===== src/design/tac_pkg.sv =====
package tac_pkg;

  typedef enum logic [1:0] {
    MODE_MAIN   = 2'd0,
    MODE_CONFIG = 2'd1,
    MODE_ALARM  = 2'd2
  } mode_t;

  localparam logic [7:0] SPAN_RESET   = 8'd150;
  localparam logic [7:0] THRESH_RESET = 8'd100;
  localparam logic [1:0] MAX_DIGITS   = 2'd3;

  // Full-scale converter reading.
  localparam logic [10:0] ADC_FULL = 11'd1023;

  localparam logic [7:0] KEY_CONFIG = 8'h43;
  localparam logic [7:0] KEY_TOGGLE = 8'h54;
  localparam logic [7:0] KEY_STOP   = 8'h53;
  localparam logic [7:0] KEY_OK     = 8'h4F;
  localparam logic [7:0] KEY_ZERO   = 8'h30;
  localparam logic [7:0] KEY_NINE   = 8'h39;

  typedef struct packed {
    mode_t      mode;
    logic       enabled;
    logic [7:0] temp;
    logic [7:0] thresh;
    logic [7:0] entry_value;
    logic [1:0] entry_count;
  } state_t;

  typedef struct packed {
    logic        action;
    logic [17:0] prod;
    logic [7:0]  key_char;
  } item_t;

  typedef struct packed {
    logic       temp_changed;
    logic       threshold_saved;
    logic       digit_echo;
    logic [3:0] digit_value;
    logic [1:0] digit_position;
  } flags_t;

endpackage


===== src/design/temperature_alarm_controller_unit.sv =====
// Channel | Direction | Beat contents
// in_     | slave     | tuser: action; tdata: adc_sample, key_char
// out_    | master    | tdata: mode, alarm_enabled, current_temp, threshold, flags
// cfg_    | slave     | data: temp_span
//
// One beat is accepted every cycle while in_tready is high.
// The multiply by the span sits before the input register, the division and the
// mode update between the input register and the output register.
// Reset is synchronous and active low and restores span, mode, arming and threshold.
// A stalled output holds its beat; the input stage fills behind it and then drops in_tready.
module temperature_alarm_controller_unit (
  input  logic        clk,
  input  logic        rst_n,
  input  logic        in_tvalid,
  output logic        in_tready,
  input  logic [23:0] in_tdata,   // adc_sample[9:0], key_char[17:10], zero fill
  input  logic        in_tuser,   // action
  output logic        out_tvalid,
  input  logic        out_tready,
  output logic [31:0] out_tdata,  // mode[1:0], alarm_enabled[2], current_temp[10:3],
                                  // threshold[18:11], buzzer_request[19],
                                  // temp_changed[20], threshold_saved[21],
                                  // digit_echo[22], digit_value[26:23],
                                  // digit_position[28:27], zero fill
  input  logic        cfg_valid,
  output logic        cfg_ready,
  input  logic [7:0]  cfg_data
);

  logic [7:0]      span_r;
  tac_pkg::state_t state_r;
  tac_pkg::state_t state_nxt;
  tac_pkg::item_t  item_r;
  tac_pkg::flags_t flags;
  logic            s1_valid_r;
  logic            out_valid_r;
  logic [31:0]     out_data_r;
  logic            advance;

  assign cfg_ready  = 1'b1;
  assign advance    = !out_valid_r || out_tready;
  assign in_tready  = !s1_valid_r || advance;
  assign out_tvalid = out_valid_r;
  assign out_tdata  = out_data_r;

  tac_step u_step (
    .st    (state_r),
    .item  (item_r),
    .nxt   (state_nxt),
    .flags (flags)
  );

  always_ff @(posedge clk) begin
    if (!rst_n) begin
      span_r <= tac_pkg::SPAN_RESET;
    end else if (cfg_valid && cfg_ready) begin
      span_r <= cfg_data;
    end
  end

  always_ff @(posedge clk) begin
    if (!rst_n) begin
      state_r.mode        <= tac_pkg::MODE_MAIN;
      state_r.enabled     <= 1'b1;
      state_r.temp        <= 8'd0;
      state_r.thresh      <= tac_pkg::THRESH_RESET;
      state_r.entry_value <= 8'd0;
      state_r.entry_count <= 2'd0;
    end else if (s1_valid_r && advance) begin
      state_r <= state_nxt;
    end
  end

  always_ff @(posedge clk) begin
    if (!rst_n) begin
      s1_valid_r <= 1'b0;
    end else if (in_tready) begin
      s1_valid_r <= in_tvalid;
    end
  end

  always_ff @(posedge clk) begin
    if (in_tvalid && in_tready) begin
      item_r.action   <= in_tuser;
      item_r.prod     <= {8'd0, in_tdata[9:0]} * {10'd0, span_r};
      item_r.key_char <= in_tdata[17:10];
    end
  end

  always_ff @(posedge clk) begin
    if (!rst_n) begin
      out_valid_r <= 1'b0;
    end else if (advance) begin
      out_valid_r <= s1_valid_r;
    end
  end

  always_ff @(posedge clk) begin
    if (s1_valid_r && advance) begin
      out_data_r <= {3'b000, flags.digit_position, flags.digit_value, flags.digit_echo,
                     flags.threshold_saved, flags.temp_changed,
                     (state_nxt.mode == tac_pkg::MODE_ALARM),
                     state_nxt.thresh, state_nxt.temp, state_nxt.enabled,
                     state_nxt.mode};
    end
  end

  a_buzzer_follows_mode: assert property (@(posedge clk) disable iff (!rst_n)
    out_valid_r |-> (out_data_r[19] == (out_data_r[1:0] == tac_pkg::MODE_ALARM)))
    else $error("buzzer request disagrees with mode");

  a_echo_in_config: assert property (@(posedge clk) disable iff (!rst_n)
    (out_valid_r && out_data_r[22]) |-> (out_data_r[1:0] == tac_pkg::MODE_CONFIG))
    else $error("digit accepted outside config mode");

  a_single_event: assert property (@(posedge clk) disable iff (!rst_n)
    out_valid_r |-> !(out_data_r[21] && out_data_r[22]) && !(out_data_r[20] && out_data_r[22]))
    else $error("conflicting result flags");

  a_state_holds: assert property (@(posedge clk) disable iff (!rst_n)
    (rst_n && !(s1_valid_r && advance)) |=> $stable(state_r))
    else $error("state changed without an item");

  a_stall_needs_item: assert property (@(posedge clk) disable iff (!rst_n)
    !in_tready |-> (s1_valid_r && out_valid_r && !out_tready))
    else $error("input stalled with room in the pipeline");

endmodule


===== src/design/tac_step.sv =====
module tac_step (
  input  tac_pkg::state_t st,
  input  tac_pkg::item_t  item,
  output tac_pkg::state_t nxt,
  output tac_pkg::flags_t flags
);

  logic [10:0] fold_sum;
  logic        fold_carry;
  logic [7:0]  temp_new;
  logic [7:0]  digit8;
  logic        is_digit;
  logic        run_check;

  // The product is 1024*hi + lo, which equals 1023*hi + (hi + lo), and hi + lo
  // stays below twice the divisor, so one compare finishes the division.
  assign fold_sum   = {3'b000, item.prod[17:10]} + {1'b0, item.prod[9:0]};
  assign fold_carry = (fold_sum >= tac_pkg::ADC_FULL);
  assign temp_new   = item.prod[17:10] + {7'd0, fold_carry};
  assign digit8     = item.key_char - tac_pkg::KEY_ZERO;
  assign is_digit   = (item.key_char >= tac_pkg::KEY_ZERO) &&
                      (item.key_char <= tac_pkg::KEY_NINE);

  always_comb begin
    nxt       = st;
    flags     = '0;
    run_check = 1'b0;
    if (!item.action) begin
      if (temp_new != st.temp) begin
        nxt.temp           = temp_new;
        flags.temp_changed = 1'b1;
        run_check          = 1'b1;
      end
    end else begin
      unique case (st.mode)
        tac_pkg::MODE_MAIN: begin
          if (item.key_char == tac_pkg::KEY_CONFIG) begin
            nxt.mode        = tac_pkg::MODE_CONFIG;
            nxt.entry_value = 8'd0;
            nxt.entry_count = 2'd0;
          end else if (item.key_char == tac_pkg::KEY_TOGGLE) begin
            nxt.enabled = ~st.enabled;
            run_check   = 1'b1;
          end
        end
        tac_pkg::MODE_ALARM: begin
          if (item.key_char == tac_pkg::KEY_STOP) begin
            nxt.enabled = 1'b0;
            run_check   = 1'b1;
          end
        end
        tac_pkg::MODE_CONFIG: begin
          if (item.key_char == tac_pkg::KEY_OK) begin
            nxt.thresh            = st.entry_value;
            nxt.mode              = tac_pkg::MODE_MAIN;
            flags.threshold_saved = 1'b1;
            run_check             = 1'b1;
          end else if (item.key_char == tac_pkg::KEY_CONFIG) begin
            nxt.mode = tac_pkg::MODE_MAIN;
          end else if (is_digit && (st.entry_count < tac_pkg::MAX_DIGITS)) begin
            flags.digit_echo     = 1'b1;
            flags.digit_value    = digit8[3:0];
            flags.digit_position = st.entry_count;
            nxt.entry_count      = st.entry_count + 2'd1;
            nxt.entry_value      = (st.entry_value << 3) + (st.entry_value << 1) +
                                   {4'd0, digit8[3:0]};
          end
        end
        default: begin
        end
      endcase
    end
    if (run_check) begin
      if (nxt.enabled && (nxt.temp >= nxt.thresh)) begin
        nxt.mode = tac_pkg::MODE_ALARM;
      end else if (nxt.mode == tac_pkg::MODE_ALARM) begin
        nxt.mode = tac_pkg::MODE_MAIN;
      end
    end
  end

endmodule


===== config.mk =====
export PLATFORM = sky130hd
export DESIGN_NAME = temperature_alarm_controller_unit
export DESIGN_NICKNAME = d
export VERILOG_FILES = /design/src/design/tac_pkg.sv /design/src/design/temperature_alarm_controller_unit.sv /design/src/design/tac_step.sv
export SDC_FILE = /design/constraint.sdc
export NUM_CORES = 1
export LEC_CHECK = 0
export CORE_MARGIN = 3
export CORE_UTILIZATION = 40
export DETAILED_ROUTE_END_ITERATION = 8
export DONT_BUFFER_PORTS = 1
export PLACE_DENSITY = 0.54
export SYNTH_ARGS = -nofsm -noshare
export SYNTH_HDL_FRONTEND = slang
export SYNTH_SLANG_ARGS = --single-unit

===== constraint.sdc =====
create_clock -name clk -period 7.6 [get_ports clk]
set_input_delay 1.52 -clock clk [delete_from_list [all_inputs] [get_ports clk]]
set_output_delay 1.52 -clock clk [all_outputs]
set_load 0.005 [all_outputs]

==> results of run 1 <==
## worst min-delay path by stage
stage                                  start                       end  slack [ps]
finish              state_r[14]$_SDFFE_PN0P_  state_r[14]$_SDFFE_PN0P_         460
global route        state_r[17]$_SDFFE_PN0P_  state_r[17]$_SDFFE_PN0P_         490
CTS                 state_r[14]$_SDFFE_PN0P_  state_r[14]$_SDFFE_PN0P_         470
detailed placement  state_r[14]$_SDFFE_PN0P_  state_r[14]$_SDFFE_PN0P_         460
global placement    state_r[16]$_SDFFE_PN1P_  state_r[16]$_SDFFE_PN1P_         450
floorplan             span_r[1]$_SDFFE_PN1P_    span_r[1]$_SDFFE_PN1P_         440
## registers in the layout (all words and copies together), names as in the netlist
signal and count:
out_tdata 29, state_r 29, item_r 27, span_r 8, out_tvalid 1, s1_valid_r 1
## routing by layer
layer	vias up	routed length, microns	GRT usage, %
met2	101	7540	28.3
li1	2397	-	-
met3	26	542	2.88
met5	-	0	0
met1	2345	6480	18.7
met4	0	401	6.17
## cells in the final DEF, fill, tap and decap left out, drive strengths merged, types with 10 or more instances in the layout
master,synthesis,final
dfxtp,39,39
clkbuf,19,10
fa,51,51
inv,80,84
xnor2,26,26
a21oi,22,22
a21boi,11,11
nand3,18,18
o21ai,13,13
xor2,11,11
nand2,99,99
ha,67,67
nor2b,15,15
and2,48,48
mux2i,23,23
nor2,17,17
edfxtp,56,56
## synth_stat cells, drive strengths merged (2+ instances only)
| library cell | number |
|---|---|
| or3 | 2 |
| and3 | 8 |
| mux2 | 6 |
| xor2 | 11 |
| a31oi | 6 |
| nor4b | 4 |
| fa | 51 |
| conb | 2 |
| nor2 | 17 |
| nor3b | 2 |
| a21o | 8 |
| a21boi | 11 |
| nand3 | 18 |
| nor2b | 15 |
| o311a | 2 |
| a21oi | 22 |
| o21a | 6 |
| o31a | 2 |
| edfxtp | 56 |
| nand2b | 4 |
| mux2i | 23 |
| dfxtp | 39 |
| ha | 67 |
| and2 | 48 |
| nor4 | 4 |
| nor3 | 9 |
| clkbuf | 19 |
| o31ai | 3 |
| xnor2 | 26 |
| o211ai | 4 |
| o21ai | 13 |
| buf | 6 |
| nand4 | 7 |
| inv | 80 |
| nand2 | 99 |
| a211oi | 3 |
| or2 | 2 |
## per-stage QoR
stage	cells	worst slack (ps)	hold WS (ps)	util [%]	cell area [sq um]
after floorplan	721	2210	440	-	7250
after global placement	922	2020	449	42.4	7430
after detailed placement	922	1980	456	42.4	7430
after CTS	938	2010	466	44.0	7720
after global routing	938	1610	489	44.0	7720
final	938	2060	462	44.0	7720
## critical path, cell delays in order, from the launching register on
cell and delay [ps]:
sky130_fd_sc_hd__edfxtp_1 510, sky130_fd_sc_hd__ha_1 360, sky130_fd_sc_hd__nor2b_1 140, sky130_fd_sc_hd__o21a_1 160, sky130_fd_sc_hd__o21a_1 170, sky130_fd_sc_hd__o21ai_0 160
sky130_fd_sc_hd__nand2b_1 80, sky130_fd_sc_hd__a211oi_1 230, sky130_fd_sc_hd__o21ai_0 140, sky130_fd_sc_hd__ha_1 230, sky130_fd_sc_hd__ha_1 220, sky130_fd_sc_hd__xor2_1 320
sky130_fd_sc_hd__xnor2_1 130, sky130_fd_sc_hd__o311a_1 130, sky130_fd_sc_hd__and3_1 200, sky130_fd_sc_hd__a21oi_4 270, sky130_fd_sc_hd__mux2_2 390, sky130_fd_sc_hd__ha_1 300
sky130_fd_sc_hd__nand2_1 50, sky130_fd_sc_hd__o21ai_0 160, sky130_fd_sc_hd__a21oi_1 100, sky130_fd_sc_hd__o21ai_0 240, sky130_fd_sc_hd__o2111a_1 240, sky130_fd_sc_hd__nand2_1 150
sky130_fd_sc_hd__a31oi_1 270
## cells by family (layout without fill, tap and decap cells)
family                     Yosys count  after routing  synth area share [%]
other                                2              4                 0.104
DFF                                 95             95                  34.0
adders and majority gates          118            118                  25.7
AOI/OAI and AO/OA                   88             88                  8.32
and+or+nand+nor                    243            243                  17.2
buffers and inverters              106             98                  5.77
muxes                               29             29                  4.11
xor gates and xnor gates            38             38                  4.80
## cell type report
| type | count | area (sq um) | area share [%] |
|---|---|---|---|
| multi-input cells | 520 | 4370 | 56.6 |
| repair buffers | 1 | 7.51 | 0.0972 |
| well taps | 225 | 282 | 3.64 |
| flip-flops and latches | 95 | 2460 | 31.9 |
| clock inverters | 6 | 58.8 | 0.761 |
| inverters | 81 | 304 | 3.94 |
| clock buffers | 10 | 239 | 3.09 |
## power by group through the flow
stage | registers (mW) | clock network, mW | logic, mW
after floorplan | 0.692 | 0 | 0.711
after global placement | 0.722 | 0 | 0.840
after detailed placement | 0.723 | 0 | 0.861
after CTS | 0.711 | 0.466 | 0.869
after global routing | 0.719 | 0.490 | 0.999
final | 0.710 | 0.451 | 0.855
==> results.md, run 1 <==
| Stage | Quantity | Value |
|:---|:---|:---|
| worst setup path | Critical path data arrival time | 5710 ps |
| routing | Antenna violation net count after detailed routing | 0 |
| power and ir drop | Pwr per Cell Area | 261 nW/um^2 |
| synth | Count of yosys warnings during synthesis | 0 |
| clock tree | Clock transition at the registers of the reported paths | 70 ps |
| power and ir drop | Leak Pwr | 3.39 nW |
| routing | Iteration-0 DRC count of the detailed router | 232 |
| global routing | Initial antenna violation count | 0 |
| placement | Total of buffers placed on input and output ports | 0 |
| clock tree | CTS tree | done |
| routing | DRC errors left | 0 |
| die | Number of I/O pins | 73 |
| synth | Post-synth ARST share | 0% |
| worst setup path | Worst R2R Setup Slack | 2060 ps |
| sta | Final number of hold-violating endpoints | 0 |
| routing | Routed via count | 4869 |
| sta | Slew Limit Fails | 0 |
| synth | Sequential-to-total area share from yosys stat | 34.0% |
| worst setup path | Kind of capture point of the worst setup path | flip-flop |
| finish | Final-layout fill cell count | 1696 |
| synth | Primary flip-flop cell chosen by synthesis mapping | sky130_fd_sc_hd__edfxtp_1 |
| worst hold path | Hold depth | 2 |
| sta | Actual slew at the worst max-slew pin | 1110 ps |
| sta | # setup viols final | 0 |
| routing | Wirelength per Cell | 16.0 microns |
| finish | Area grow syn2layout | 6.63% |
| global routing | Vias in the first global route | 5240 |
| clock tree | CTS Buf Count | 9 |
| synth | Most area-hungry cell type in the Yosys netlist | sky130_fd_sc_hd__edfxtp_1 |
| placement | HPWL Detailed | 11900 microns |
| synth | Post-Synthesis Cells | 719 |
| clock tree | Clk_lat worst skew | 350 ps |
| worst setup path | CP Capture Point | out_tdata[1]$_DFFE_PP_ |
| worst setup path | Worst setup path startpoint | item_r[20]$_DFFE_PP_ |
| clock tree | H-Tree Level Count | 3 |
| worst setup path | Start of the worst register-to-register path | item_r[20]$_DFFE_PP_ |
| sta | Final critical-path required period | 5540 ps |
| worst setup path | Crit Reg-Reg Endpoint | out_tdata[1]$_DFFE_PP_ |
| synth | Register bit count reported by yosys | 95 |
| synth | Per-instance average area after synthesis | 10.1 sq um |
| global routing | Largest net degree at the start of global routing | 49 |
| global routing | Overall routing resource usage | 15.8% |
| clock tree | Setup fix buffers added after clock tree synthesis | 0 |
| sta | Aggregate negative setup slack | 0 ps |
| routing | DRT Pass-1 Iters | 4 |
| clock tree | Root buffer cell | sky130_fd_sc_hd__clkbuf_16 |
| power and ir drop | Part of the total power dissipated in combinational logic | 42.4% |
| power and ir drop | Internal power | 1.29 mW |
| power and ir drop | Proportion of power drawn by the clock network | 22.4% |
| die | Area of the die | 19800 sq um |
| finish | # nets final | 864 |
| synth | Fraction of post-synthesis cell area in the top cell type by area | 23.2% |
| worst setup path | Critical setup path kind | reg2reg |
| sta | Max frequency | 181 MHz |
| worst setup path | Worst path required time | 7770 ps |
| die | Initial Utilization | 41.3% |
| outcome | Outcome | finished clean |
| sta | Share of the clock period used by the worst path after layout | 72.8% |
| sta | Setup clock skew after layout | 11.6 ps |
| power and ir drop | Reg power frac | 35.2% |
| synth | Mapped cell area | 7240 sq um |
| routing | Via density per instance | 5.19 |
| power and ir drop | Total Power Consumption | 2.02 mW |
| worst setup path | Critical path peak fanout | 6 |
| synth | Ranking of synthesized cells by area | sky130_fd_sc_hd__edfxtp_1 (23%), sky130_fd_sc_hd__fa_1 (14%), sky130_fd_sc_hd__ha_1 (12%) |
| worst setup path | Number of cells on the worst reg-to-reg path | 24 |
| finish | Share of layout cells above drive strength 1 | 4.35% |
| clock tree | Number of gates resized after cts | 0 |
| placement | RePlAce Congestion | 0.885 |
| worst setup path | Startpoint types | flip-flop |
| routing | Total Wirelength | 15000 microns |
| worst hold path | Class of the tightest hold or removal check | reg2reg |
| synth | Synth unique cells | 58 |
| die | Number of standard-cell rows in the floorplan | 48 |
| global routing | Wire length of the first global-routing pass | 25400 microns |
| clock tree | Clock Path Buffers | 2 |
| die | Horizontal die dimension | 141 microns |
| sta | Setup repair after global routing missed its margin | no |
| die | Die outline height | 141 microns |
| die | Area of the core | 17500 sq um |
| power and ir drop | Largest vdd supply drop | 0.000151 V |
| finish | Antenna Diode Count | 0 |
| power and ir drop | Share of total power consumed by net switching | 36.1% |
| clock tree | Post-cts hold buffer count | 0 |
| clock tree | Number of sinks handled by clock tree synthesis | 95 |
| power and ir drop | P_sw | 0.728 mW |
| sta | Worst slew margin relative to its limit | 26.3% |
| synth | EDFF count, synth | 56 |
| global routing | Aggregate global routing overflow | 0 |
| job | Max capacitance violation total | 0 |
(Power assumes the default switching activity.)
==> run 2: changes to the inputs <==
--- a/config.mk
+++ b/config.mk
@@ -5,6 +5,7 @@
 export SDC_FILE = /design/constraint.sdc
 export NUM_CORES = 1
 export LEC_CHECK = 0
+export ABC_AREA = 1
 export CORE_MARGIN = 3
 export CORE_UTILIZATION = 40
 export DETAILED_ROUTE_END_ITERATION = 8
==> constraint.sdc (replaced) <==
create_clock -name clk -period 5.66 [get_ports clk]
set_input_delay 1.132 -clock clk [delete_from_list [all_inputs] [get_ports clk]]
set_output_delay 1.132 -clock clk [all_outputs]
set_load 0.005 [all_outputs]
==> results.md, run 2 <==
| Stage | Quantity | Value | Delta |
|:---|:---|:---|:---|
| routing | Routed via count | 5243 | +7.7% |
| power and ir drop | Reg power frac | 35.7% | +0.5 points |
| die | Number of I/O pins | 73 | unchanged |
| die | Initial Utilization | 41.6% | +0.26 points |
| routing | Iteration-0 DRC count of the detailed router | 296 | +28% |
| sta | Final number of hold-violating endpoints | 0 | unchanged |
| job | Max capacitance violation total | 0 | unchanged |
| sta | Slew Limit Fails | 0 | unchanged |
| power and ir drop | Total Power Consumption | 2.73 mW | +35% |
| synth | Per-instance average area after synthesis | 8.34 sq um | -17% |
| global routing | Aggregate global routing overflow | 0 | unchanged |
| clock tree | Clock transition at the registers of the reported paths | 70 ps | about the same |
| synth | Count of yosys warnings during synthesis | 0 | unchanged |
| routing | Via density per instance | 4.80 | -7.6% |
| sta | Final critical-path required period | 4900 ps |  |
| synth | Sequential-to-total area share from yosys stat | 33.7% | -0.33 points |
| sta | Min Hold Slack | 467 ps | +4.82 ps |
| sta | Actual slew at the worst max-slew pin | 1030 ps | -77.3 ps |
| synth | Fraction of post-synthesis cell area in the top cell type by area | 23.0% | -0.22 points |
| synth | EDFF count, synth | 56 | unchanged |
| power and ir drop | Proportion of power drawn by the clock network | 20.3% | -2.1 points |
| global routing | Wire length of the first global-routing pass | 25900 microns | +2.0% |
| worst setup path | Critical path data arrival time | 4980 ps | -730 ps |
| sta | # setup viols final | 0 | unchanged |
| worst setup path | Kind of capture point of the worst setup path | flip-flop |  |
| power and ir drop | Part of the total power dissipated in combinational logic | 43.9% | +1.5 points |
| sta | Setup repair after global routing missed its margin | no |  |
| placement | Total of buffers placed on input and output ports | 0 | unchanged |
| power and ir drop | Largest vdd supply drop | 0.000165 V | +9.0% |
| synth | Post-synth ARST share | 0% | unchanged |
| power and ir drop | Leak Pwr | 3.89 nW | +15% |
| power and ir drop | Pwr per Cell Area | 351 nW/um^2 | +34% |
| placement | HPWL Detailed | 12100 microns | +1.4% |
| finish | Most common cell after layout, fill and taps aside | sky130_fd_sc_hd__nand2_1 |  |
| die | Number of standard-cell rows in the floorplan | 48 | unchanged |
| clock tree | Setup fix buffers added after clock tree synthesis | 0 | unchanged |
| global routing | Initial antenna violation count | 0 | unchanged |
| routing | Wirelength per Cell | 13.9 microns | -13% |
| worst setup path | Worst path required time | 5740 ps | -2030 ps |
| synth | Most numerous cell types in the synthesized netlist | sky130_fd_sc_hd__nand2_1 (211), sky130_fd_sc_hd__inv_1 (172), sky130_fd_sc_hd__ha_1 (67), sky130_fd_sc_hd__edfxtp_1 (56), sky130_fd_sc_hd__a21oi_1 (53) |  |
| sta | Aggregate negative setup slack | 0 ps | unchanged |
| clock tree | CTS tree | done |  |
| finish | Area grow syn2layout | 6.12% |  |
| finish | Share of layout cells above drive strength 1 | 4.49% | +0.15 points |
| clock tree | Clk_lat worst skew | 340 ps | about the same |
| placement | RePlAce Congestion | 0.850 | -4.0% |
| die | Horizontal die dimension | 141 microns | +0.46% |
| global routing | Vias in the first global route | 5355 | +2.2% |
| synth | Most frequently used cell type in the post-synthesis netlist | sky130_fd_sc_hd__nand2_1 |  |
| global routing | Largest net degree at the start of global routing | 56 | +14% |
| finish | Top library cells by usage in the layout, fill and taps aside | sky130_fd_sc_hd__nand2_1 (211), sky130_fd_sc_hd__inv_1 (172), sky130_fd_sc_hd__ha_1 (67), sky130_fd_sc_hd__edfxtp_1 (56), sky130_fd_sc_hd__a21oi_1 (53) |  |
| die | Area of the die | 19900 sq um | +0.93% |
| die | Area of the core | 17600 sq um | +0.34% |
| synth | Primary flip-flop cell chosen by synthesis mapping | sky130_fd_sc_hd__edfxtp_1 |  |
| clock tree | Post-cts hold buffer count | 0 | unchanged |
| finish | Antenna Diode Count | 0 | unchanged |
| worst setup path | Startpoint types | primary input |  |
| synth | Register bit count reported by yosys | 95 | unchanged |
| routing | Total Wirelength | 15200 microns | +1.4% |
| routing | Antenna violation net count after detailed routing | 0 | unchanged |
| die | Die outline height | 141 microns | +0.46% |
| power and ir drop | Share of total power consumed by net switching | 38.3% | +2.2 points |
| routing | DRC errors left | 0 | unchanged |
| outcome | Outcome | finished clean |  |
| sta | Max frequency | 204 MHz |  |
| synth | Most area-hungry cell type in the Yosys netlist | sky130_fd_sc_hd__edfxtp_1 |  |
| clock tree | Root buffer cell | sky130_fd_sc_hd__clkbuf_16 |  |
| sta | Share of the clock period used by the worst path after layout | 86.6% |  |
| synth | Ranking of synthesized cells by area | sky130_fd_sc_hd__edfxtp_1 (23%), sky130_fd_sc_hd__fa_1 (14%), sky130_fd_sc_hd__ha_1 (11%) |  |
| finish | # nets final | 1019 | +18% |
| clock tree | H-Tree Level Count | 3 | unchanged |
| power and ir drop | Internal power | 1.68 mW | +31% |
| worst hold path | Class of the tightest hold or removal check | reg2reg |  |
| clock tree | Clock Path Buffers | 2 | unchanged |
| sta | Worst slew margin relative to its limit | 31.4% | +5.1 points |
| clock tree | Number of gates resized after cts | 0 | unchanged |
| synth | Post-Synthesis Cells | 877 | +22% |
| synth | Mapped cell area | 7310 sq um | +0.97% |
| sta | Setup clock skew after layout | 8.44 ps | -3.17 ps |
| worst setup path | Critical path peak fanout | 8 | +2 |
| worst setup path | Critical setup path kind | in2reg |  |
| power and ir drop | P_sw | 1.04 mW | +43% |
| clock tree | CTS Buf Count | 9 | unchanged |
| synth | Synth unique cells | 43 | -26% |
| clock tree | Number of sinks handled by clock tree synthesis | 95 | unchanged |
| routing | DRT Pass-1 Iters | 5 | +1 |
| global routing | Overall routing resource usage | 16.0% | +0.26 points |
-- run 2: cell types whose count changed in the layout (fill, tap and decap cells not counted), sizes merged, moves of 9 or more --
cell / before / now
a21oi: 22 / 54
a21boi: 11 / 2
nand3: 18 / 32
nand2: 99 / 215
nor2b: 15 / 0
and2: 48 / 0
nor2: 17 / 40
xnor2: 26 / 8
o21ai: 13 / 49
inv: 84 / 178
mux2i: 23 / 0
-- run 2: power by group through the flow --
stage / Sequential (mW) / Clock (mW) / Combinational, mW
after global routing: 0.988 / 0.593 / 1.41
final: 0.974 / 0.554 / 1.20
after global placement: 0.990 / 0 / 1.20
after floorplan: 0.945 / 0 / 1.00
after CTS: 0.976 / 0.574 / 1.21
after detailed placement: 0.991 / 0 / 1.20
-- run 2: stage by stage --
stage	setup WS [ps]	cells	utilization, %	instance area [sq um]
after CTS	765	1093	44.1	7760
after detailed placement	405	1077	42.6	7500
after global placement	439	1077	42.6	7500
after floorplan	548	879	-	7320
final	760	1093	44.1	7760
after global routing	614	1093	44.1	7760
-- run 2: path summary, 6_finish.rpt --
check                            from                        to  slack [ps]  cells after the start
max                       in_tdata[1]      item_r[23]$_DFFE_PP_         760                     16
max reg2reg    span_r[4]$_SDFFE_PN1P_      item_r[23]$_DFFE_PP_        1010                     16
min reg2reg  state_r[12]$_SDFFE_PN1P_  state_r[12]$_SDFFE_PN1P_         470                      2
min          state_r[12]$_SDFFE_PN1P_  state_r[12]$_SDFFE_PN1P_         470                      2
-- run 2: cell type report --
cell class,count,area (sq um)
Clock buffer,11,233
Clock inverter,5,32.5
Fill cell,1757,9830
Inverter,177,664
Multi-Input combinational cell,575,4050
Sequential cell,95,2460
Tap cell,225,282
Timing Repair Buffer,5,37.5
-- run 2: per-layer routing --
metal	GRT usage (%)	wire length, microns	vias up
li1	-	-	2732
met1	19.7	6790	2405
met2	28.6	7600	83
met3	2.20	447	23
met4	6.02	333	0
met5	0	0	-
-- run 2: cells by family after synthesis --
family / count (synthesis) / synth area share (%)
flip-flops: 95 / 33.7
AND/OR/NAND/NOR: 309 / 17.7
AO/OA/AOI/OAI: 122 / 9.19
adder cells (fa/ha/maj): 118 / 25.4
XOR/XNOR: 22 / 2.84
buffers and inverters: 209 / 11.1
other: 2 / 0.103
-- run 2: critical path, stage by stage --
cell and delay [ps]:
sky130_fd_sc_hd__nand2_1 40, sky130_fd_sc_hd__inv_1 60, sky130_fd_sc_hd__fa_1 450, sky130_fd_sc_hd__fa_1 550
sky130_fd_sc_hd__inv_1 50, sky130_fd_sc_hd__fa_1 470, sky130_fd_sc_hd__fa_1 540, sky130_fd_sc_hd__inv_1 40
sky130_fd_sc_hd__ha_1 330, sky130_fd_sc_hd__a21oi_1 140, sky130_fd_sc_hd__nand2_1 100, sky130_fd_sc_hd__a21oi_1 310
sky130_fd_sc_hd__o21ai_1 150, sky130_fd_sc_hd__a21boi_0 300, sky130_fd_sc_hd__o21ai_0 150, sky130_fd_sc_hd__xor2_1 150
